### src/rtl/core/fpa_pkg.sv
// Shared types, constants and rescale helpers for the fixed-point ALU.
package fpa_pkg;

	localparam int DW         = 32;
	localparam int DIV_STAGES = DW;
	localparam int LATENCY    = DIV_STAGES + 4;

	typedef enum logic [1:0] {
		CMD_ROUND     = 2'd0,
		CMD_MUL_CONV  = 2'd1,
		CMD_MUL_ROUND = 2'd2,
		CMD_DIV       = 2'd3
	} cmd_t;

	typedef struct packed {
		logic          valid;
		cmd_t          cmd;
		logic          dz;
		logic          neg;
		logic [DW-1:0] res;
		logic [DW-1:0] rem;
		logic [DW-1:0] dvd;
		logic [DW-1:0] dvs;
	} div_t;

	function automatic logic [DW-1:0] sra(input logic [DW-1:0] v, input logic [6:0] s);
		logic [DW-1:0] r;
		if (s >= 7'(DW)) begin
			r = {DW{v[DW-1]}};
		end else begin
			r = DW'($signed(v) >>> s);
		end
		return r;
	endfunction

	function automatic logic [DW-1:0] rescale(input logic [DW-1:0] v,
			input logic [6:0] fi, input logic [6:0] fo);
		logic [DW-1:0] t;
		logic [6:0]    d;
		if (fi > fo) begin
			d = 7'(fi - fo - 7'd1);
			t = sra(v, d) + DW'(1);
			t = sra(t, 7'd1);
		end else begin
			d = 7'(fo - fi);
			t = (d >= 7'(DW)) ? '0 : DW'(v << d);
		end
		return t;
	endfunction

endpackage

### src/rtl/core/fpa_front.sv
// Front pipeline: operand rescale, multiply, product rescale and divide setup.
module fpa_front (
	input  logic            clk,
	input  logic            arst_n,
	input  logic            start,
	input  logic [1:0]      command,
	input  logic [31:0]     operand_a,
	input  logic [31:0]     operand_b,
	input  logic [4:0]      format_a,
	input  logic [4:0]      format_b,
	input  logic [4:0]      format_out,
	output fpa_pkg::div_t   out
);
	import fpa_pkg::*;

	cmd_t          cmd_in;
	logic [6:0]    fa, fb, fo, tgt;
	logic          valid_s1, valid_s2;
	cmd_t          cmd_s1, cmd_s2;
	logic [DW-1:0] xa_s1, yb_s1;
	logic [6:0]    fi_s1, fo_s1, fi_s2, fo_s2;
	logic [DW-1:0] res_s2;
	logic          dz_s2, neg_s2;
	logic [DW-1:0] dvd_s2, dvs_s2;
	logic [DW-1:0] prod;

	assign cmd_in = cmd_t'(command);
	assign fa  = {2'b0, format_a};
	assign fb  = {2'b0, format_b};
	assign fo  = {2'b0, format_out};
	assign tgt = (cmd_in == CMD_DIV) ? 7'(fb + fo) : fo;

	// stage 1: bring operands to their working formats
	always_ff @(posedge clk or negedge arst_n) begin
		if (!arst_n) begin
			valid_s1 <= 1'b0;
		end else begin
			valid_s1 <= start;
		end
	end

	always_ff @(posedge clk) begin
		cmd_s1 <= cmd_in;
		xa_s1  <= (cmd_in == CMD_MUL_ROUND) ? operand_a : rescale(operand_a, fa, tgt);
		yb_s1  <= (cmd_in == CMD_MUL_CONV) ? rescale(operand_b, fb, fo) : operand_b;
		fi_s1  <= (cmd_in == CMD_MUL_CONV) ? 7'(fo + fo) : 7'(fa + fb);
		fo_s1  <= fo;
	end

	// stage 2: multiply, divide magnitudes
	assign prod = DW'(xa_s1 * yb_s1);

	always_ff @(posedge clk or negedge arst_n) begin
		if (!arst_n) begin
			valid_s2 <= 1'b0;
		end else begin
			valid_s2 <= valid_s1;
		end
	end

	always_ff @(posedge clk) begin
		cmd_s2 <= cmd_s1;
		res_s2 <= (cmd_s1 == CMD_MUL_CONV || cmd_s1 == CMD_MUL_ROUND) ? prod : xa_s1;
		fi_s2  <= fi_s1;
		fo_s2  <= fo_s1;
		dz_s2  <= (cmd_s1 == CMD_DIV) && (yb_s1 == '0);
		neg_s2 <= xa_s1[DW-1] ^ yb_s1[DW-1];
		dvd_s2 <= xa_s1[DW-1] ? DW'(-xa_s1) : xa_s1;
		dvs_s2 <= yb_s1[DW-1] ? DW'(-yb_s1) : yb_s1;
	end

	// stage 3: round the product
	always_ff @(posedge clk or negedge arst_n) begin
		if (!arst_n) begin
			out <= '0;
		end else begin
			out.valid <= valid_s2;
			out.cmd   <= cmd_s2;
			out.dz    <= dz_s2;
			out.neg   <= neg_s2;
			out.res   <= (cmd_s2 == CMD_MUL_CONV || cmd_s2 == CMD_MUL_ROUND)
			             ? rescale(res_s2, fi_s2, fo_s2) : res_s2;
			out.rem   <= '0;
			out.dvd   <= dvd_s2;
			out.dvs   <= dvs_s2;
		end
	end
endmodule

### config.mk
export PLATFORM = sky130hd
export DESIGN_NAME = fpa_front
export DESIGN_NICKNAME = d
export VERILOG_FILES = /design/src/rtl/core/fpa_pkg.sv /design/src/rtl/core/fpa_front.sv
export SDC_FILE = /design/constraint.sdc
export NUM_CORES = 2
export LEC_CHECK = 0
export ABC_AREA = 1
export BUFFER_PORTS_ARGS = -buffer_cell sky130_fd_sc_hd__buf_4
export CORE_UTILIZATION = 45
export DETAILED_ROUTE_END_ITERATION = 16
export GPL_TIMING_DRIVEN = 0
export PLACE_DENSITY = 0.59
export SETUP_SLACK_MARGIN = 0.4
export SYNTH_ARGS = -nofsm -noshare
export SYNTH_HDL_FRONTEND = slang
export SYNTH_SLANG_ARGS = --single-unit
export TNS_END_PERCENT = 100
### constraint.sdc
create_clock -name clk -period 22.1 [get_ports clk]
set_clock_uncertainty 0.1 [all_clocks]
set_input_delay 5.525 -clock clk [delete_from_list [all_inputs] [get_ports clk]]
set_output_delay 5.525 -clock clk [all_outputs]
set_load 0.05 [all_outputs]
# Word level (Yosys, flattened, before mapping)
# Index checks and enable logic that the tools add are counted.
dict set report op_classes {
  add_sub_neg 17
  multipliers 1
  n_lt_le_gt_ge 9
  eq_ne 8
  n_shift 6
  muxes 20
  bitwise_logic 1
  reduce_logical 4
}
# op n
set ops {}
lappend ops {{32-bit two-way mux} 16}
lappend ops {{32-bit by 1-bit adder with 32-bit output, second input constant} 3}
lappend ops {{32-bit by 7-bit left shift with 32-bit output} 3}
lappend ops {{32-bit by 7-bit >>> shifter with 32-bit output} 3}
lappend ops {{32-bit negator} 2}
lappend ops {{31-bit two-way mux} 2}
lappend ops {{7-bit by 6-bit greater-or-equal comparator with 1-bit output, second input constant} 6}
lappend ops {{32-bit logical NOT} 1}
lappend ops {{32-bit by 32-bit multiplier with 32-bit output} 1}
lappend ops {{5-bit by 5-bit adder with 6-bit output} 3}
lappend ops {{5-bit by 6-bit subtractor with 7-bit output} 2}
lappend ops {{6-bit by 5-bit subtractor with 7-bit output} 2}
lappend ops {{7-bit by 1-bit subtractor with 7-bit output, second input constant} 2}
lappend ops {{6-bit two-way mux} 2}
lappend ops {{5-bit by 5-bit subtractor with 6-bit output} 2}
lappend ops {{2-bit equality test, second input constant} 5}
lappend ops {{6-bit by 2-bit subtractor with 7-bit output, second input constant} 1}
lappend ops {{2-bit by 1-bit equality test with 1-bit output, second input constant} 3}
lappend ops {{5-bit by 6-bit > comparator with 1-bit output} 1}
lappend ops {{6-bit by 5-bit > comparator with 1-bit output} 1}
lappend ops {{5-bit > comparator} 1}
lappend ops {{1-bit logical OR} 2}
lappend ops {{1-bit logical AND} 1}
lappend ops {{1-bit XOR} 1}
dict set report word_totals {
  regBits 291
  in_bits 84
  out_inout_bits 133
  wordCells 90
}

# Logic depth before layout (Yosys ltp)
dict set report depth {
  word_depth 10
  depth_mapped 39
  ltp_nobuf 38
}

# Worst setup path after synthesis
# OpenSTA, ideal clock, no wires.
dict set report synth_path {
  path_kind {input to register}
  start {input format_b[0]}
  end {register xa_s1[13]}
  setup_ns 0.116
  t_arrival_ns 9.825
  required_time_ns 21.884
  slack_ns 12.059
  stages 34
  n_path_buf 5
  path_cell_list {inv_1 ha_1 buf_2 inv_1 clkbuf_1 clkbuf_1 clkbuf_1 o21ai_0 ha_1 inv_1 fa_1 o21ai_2 nand2_1 nand2_2 nand2_8 nand2_4 buf_6 nand3_1 nand3_1 nand3_1 nand2_1 nand2_1 nand2_1 nor2_1 nor2_2 ha_1 nand3_1 nor2_2 nand3_1 inv_1 nand3_1 xor2_1 nand2_1 a21oi_1}
}
dict set report synth_between {
  elab_chain_len 10
  word_cells_on_any_way 16
  classes_between {add/sub: 5; order compare: 3; shift: 2; mux: 6}
}
# item line
set synth_lines {}
lappend synth_lines {{from (decl)} fpa_front.sv:10} ;# input logic [4:0] format_b,
lappend synth_lines {{5-bit by 5-bit adder with 6-bit output *} fpa_front.sv:31} ;# assign tgt = (cmd_in == CMD_DIV) ? 7'(fb + fo) : fo;
lappend synth_lines {{6-bit two-way mux *} fpa_front.sv:31}
lappend synth_lines {{5-bit by 6-bit subtractor with 7-bit output} fpa_pkg.sv:41} ;# d = 7'(fi - fo - 7'd1);
lappend synth_lines {{7-bit by 1-bit subtractor with 7-bit output} fpa_pkg.sv:41}
lappend synth_lines {{32-bit by 7-bit >>> shifter with 32-bit output or 7-bit by 6-bit greater-or-equal comparator with 1-bit output (tied branches)} {fpa_pkg.sv:31, fpa_pkg.sv:28}}
lappend synth_lines {{32-bit two-way mux} fpa_pkg.sv:28} ;# if (s >= 7'(DW)) begin
lappend synth_lines {{32-bit two-way mux} fpa_pkg.sv:40} ;# if (fi > fo) begin
lappend synth_lines {{32-bit by 1-bit adder with 32-bit output} fpa_pkg.sv:42} ;# t = sra(v, d) + DW'(1);
lappend synth_lines {{32-bit two-way mux *} fpa_pkg.sv:40}
lappend synth_lines {{32-bit two-way mux *} fpa_front.sv:44} ;# xa_s1 <= (cmd_in == CMD_MUL_ROUND) ? operand_a : rescale(operand_a, fa, tgt);
lappend synth_lines {{to (signal assigned)} fpa_front.sv:44}
lappend synth_lines {{to (decl)} fpa_front.sv:20} ;# logic [DW-1:0] xa_s1, yb_s1;
# Mark *: on every way between the ends. The rest lies on a longest branch, timed or not. The select of a mux whose other input is x is not followed.
# A chain may end at the register's enable or synchronous reset.

# Final worst setup path
# Ends and elaborated chain as after synthesis.

==> metrics.md <==
| Metric | Value |
|---|---|
| Die extent in x | 307 µm |
| Routed via count | 43600 |
| Type of the worst setup path | in2reg |
| Sequential share of the synthesized area | 0.151 |
| Layout fillers | 9882 |
| CTS Buffer Depth | 3 |
| Post-synthesis cell count | 6436 |
| Unrepaired setup endpoints after global routing | no |
| Area growth from synthesis to layout | 9.77% |
| CTS tree | yes |
| Number of buffers inserted to repair setup after CTS | 0 |
| Outcome | finished clean |
| First DRT Iteration DRCs | 4362 |
| Area contributors post-synth | sky130_fd_sc_hd__fa_1, sky130_fd_sc_hd__nand2_1, sky130_fd_sc_hd__inv_1 |
| Post-route fraction of the period consumed by the critical path | 0.511 |
| Highest clock rate | 88.6 MHz |
| Count of pins over their slew limit | 0 |
| Post-synth top area share | 0.197 |
| Synth warnings | 0 |
| Height of the chip | 307 µm |
| Inserted Clock Buffers | 30 |
| Detailed-route DRC error count | 0 |
| Relative slew margins | 0.0530 |
| Adder and majority cell fraction of the synthesized area | 0.248 |
| Antenna violation net count after detailed routing | 0 |
| Port Buffers | 184 |
| Via count of the first global-routing pass | 41400 |
| Final Hold Violating Endpoints | 0 |
| Final standard cell area without fillers | 46100 µm² |
| Post-synthesis xor/xnor area fraction | 0.0371 |
| Final Util | 0.500 |
| Post-Place Cell Area | 45100 µm² |
| Average footprint of a synthesized cell | 6.52 µm² |
| Number of H-tree branching levels | 1 |
| Combinational family with the most area after synthesis | simple AND/OR/NAND/NOR gates |
| Endpoint kind of the worst setup timing path | flip-flop |
| Transition time at the pin with the least slew margin | 1.41 ns |
| Setup violators final | 0 |
| GRT overflow | 0 |
| Share of cells above drive strength 1 | 0.0684 |
| Total Die Area | 94500 µm² |
| Number of gates resized after CTS | 0 |
| Initial core utilization | 0.456 |
| Cell variety after synth | 63 |
| Clock latency on the worst-skew pair | 0.61 ns |
| Worst setup timing slack at the placement stage | 10.34 ns |
| Via density per instance | 5.48 |
| Worst-path maximum fanout | 10 |
| Final min period | 11.28 ns |
| Clock slew seen by the registers of the worst setup and hold paths | 0.06 ns |
| Area of the core | 92100 µm² |
| Multiplexer share of the synthesized area | 0.00715 |
| Post-route setup TNS | 0 ns |
| Critical path data required time | 22.50 ns |
| Class of the most critical hold timing path | reg2reg |
| Std-Cell Rows | 111 |
| Fraction of registers with async set or reset after synthesis | 0.354 |
| Count of flip-flops with a built-in enable after synthesis | 0 |
| I/O pin total | 217 |
| Data arrival time of the critical path | 11.68 ns |
| Most common cell after layout, fill and taps aside | sky130_fd_sc_hd__nand2_1 |
| WL final | 172000 µm |
| Top FF cell, synth | sky130_fd_sc_hd__dfxtp_1 |
| Quantity of hold-fixing buffers added after cts | 0 |
| Post-DP HPWL | 142000 µm |
| Number of maximum-capacitance constraint violations | 0 |
| Total routing usage reported by global routing | 0.358 |
| RD Place Congestion | 1.01 |
| Most frequent cells in the layout | sky130_fd_sc_hd__nand2_1, sky130_fd_sc_hd__inv_1, sky130_fd_sc_hd__nand3_1 |
| Buffer cell driving the clock tree root | sky130_fd_sc_hd__clkbuf_16 |
| Largest net degree at the start of global routing | 67 |
| Compound-Gate Fraction of Synth Area | 0.101 |
| Register bit total from synthesis | 291 |
| Netlist area before placement | 42000 µm² |
| Number of optimization iterations in the first detailed-route pass | 9 |
| Worst path setup slack after routing | 10.82 ns |
| Largest area contributor in the synthesized netlist | sky130_fd_sc_hd__fa_1 |
| Launching element type of the critical path | input pin |
| Wire length of the first global-routing pass | 255000 µm |
| Sink Count | 291 |
| Net count reported at finish | 7351 |
| Post-synthesis share of cell area spent on and, or, nand and nor gates | 0.315 |
| Routed length per placed instance | 21.6 µm |
| Antenna violations before repair | 4 |
## worst max-delay path, stage by stage
cell                       delay [ns]
sky130_fd_sc_hd__buf_4           0.11
sky130_fd_sc_hd__inv_1           0.04
sky130_fd_sc_hd__ha_1            0.32
sky130_fd_sc_hd__buf_2           0.20
sky130_fd_sc_hd__inv_1           0.10
sky130_fd_sc_hd__clkbuf_1        0.41
sky130_fd_sc_hd__clkbuf_1        0.43
sky130_fd_sc_hd__clkbuf_1        0.41
sky130_fd_sc_hd__o21ai_0         0.22
sky130_fd_sc_hd__ha_1            0.40
sky130_fd_sc_hd__clkbuf_1        0.43
sky130_fd_sc_hd__clkinv_1        0.40
sky130_fd_sc_hd__clkbuf_1        0.35
sky130_fd_sc_hd__o211ai_1        0.26
sky130_fd_sc_hd__nand3_1         0.13
sky130_fd_sc_hd__nand3_1         0.10
sky130_fd_sc_hd__nand3_1         0.09
sky130_fd_sc_hd__nor2_2          0.14
sky130_fd_sc_hd__ha_1            0.21
sky130_fd_sc_hd__nand3_1         0.10
sky130_fd_sc_hd__nor2_2          0.26
sky130_fd_sc_hd__nand3_1         0.19
sky130_fd_sc_hd__inv_1           0.16
sky130_fd_sc_hd__nand3_1         0.12
sky130_fd_sc_hd__xor2_1          0.26
sky130_fd_sc_hd__nand2_1         0.11
sky130_fd_sc_hd__a21oi_1         0.18
## cell type report
cell class / instances / area (µm²) / share of cell area
antenna: 1 / 2.50 / 0.0000543
buffer: 405 / 1820 / 0.0395
clock buffer: 37 / 828 / 0.0180
clock inverter: 19 / 183 / 0.00396
inverter: 1089 / 4100 / 0.0889
multi-input combinational: 4682 / 29800 / 0.647
sequential: 291 / 6340 / 0.138
tap: 1243 / 1560 / 0.0338
timing repair buffer: 186 / 1420 / 0.0308
## metrics by stage
step | hold slack [ns] | instances
floorplan | 0.210 | 6467
global placement | 0.213 | 7894
detailed placement | 0.212 | 7895
CTS | 0.225 | 7951
global route | 0.228 | 7952
finish | 0.223 | 7953
## final timing paths
path	depth (start not counted)	slack (ns)	start	endpoint
worst min register to register	0	0.22	dvs_s2[9]	out[9]
worst max-delay path	27	10.82	format_b[0]	xa_s1[13]
worst min-delay path	0	0.22	dvs_s2[9]	out[9]
min in group asynchronous	1	4.77	arst_n	out[15]
max in group asynchronous	2	16.44	arst_n	out[34]
worst max register to register	27	12.92	xa_s1[4]	res_s2[31]
## registers in the layout, summed over array words and instances (netlist names)
register	count
out	101
dvd_s2	32
dvs_s2	32
res_s2	32
xa_s1	32
yb_s1	32
fi_s1	6
fi_s2	6
fo_s1	5
fo_s2	5
cmd_s1	2
cmd_s2	2
dz_s2	1
neg_s2	1
valid_s1	1
valid_s2	1
## metal layers
metal / vias to the layer above / GRT usage / wire length, µm
li1: 20400 / - / -
met1: 20900 / 0.489 / 72500
met2: 1956 / 0.570 / 77500
met3: 326 / 0.0482 / 13700
met4: 0 / 0.149 / 8170
met5: - / 0 / 0
## synth_stat cells, types with 17 or more instances
master	count
sky130_fd_sc_hd__a31oi_1	71
sky130_fd_sc_hd__buf_2	36
sky130_fd_sc_hd__a21oi_1	195
sky130_fd_sc_hd__o211ai_1	19
sky130_fd_sc_hd__inv_2	22
sky130_fd_sc_hd__xor2_1	113
sky130_fd_sc_hd__dfxtp_1	188
sky130_fd_sc_hd__clkbuf_1	243
sky130_fd_sc_hd__nand4_1	31
sky130_fd_sc_hd__buf_1	73
sky130_fd_sc_hd__buf_4	37
sky130_fd_sc_hd__fa_1	414
sky130_fd_sc_hd__nor3_1	47
sky130_fd_sc_hd__nand2_1	1743
sky130_fd_sc_hd__o21ai_1	44
sky130_fd_sc_hd__ha_1	168
sky130_fd_sc_hd__nor2_1	397
sky130_fd_sc_hd__inv_1	1049
sky130_fd_sc_hd__nor2_2	18
sky130_fd_sc_hd__nand3_1	754
sky130_fd_sc_hd__mux2i_1	30
sky130_fd_sc_hd__xnor2_1	60
sky130_fd_sc_hd__dfrtp_1	103
sky130_fd_sc_hd__o21bai_1	18
sky130_fd_sc_hd__o21ai_0	361
sky130_fd_sc_hd__or2_2	25
sky130_fd_sc_hd__a211oi_1	17
## cells by family (layout without fill, tap and decap cells)
family | count (synthesis) | count (layout)
adders and majority gates | 582 | 582
other | 1 | 33
AOI/OAI and AO/OA | 771 | 771
buffers and inverters | 1494 | 1736
DFF | 291 | 291
xor gates and xnor gates | 175 | 175
muxes | 30 | 30
and+or+nand+nor | 3092 | 3092
Power is not shown: default switching activity piles up to over one toggle a cycle in this logic, so the estimate is an artifact.
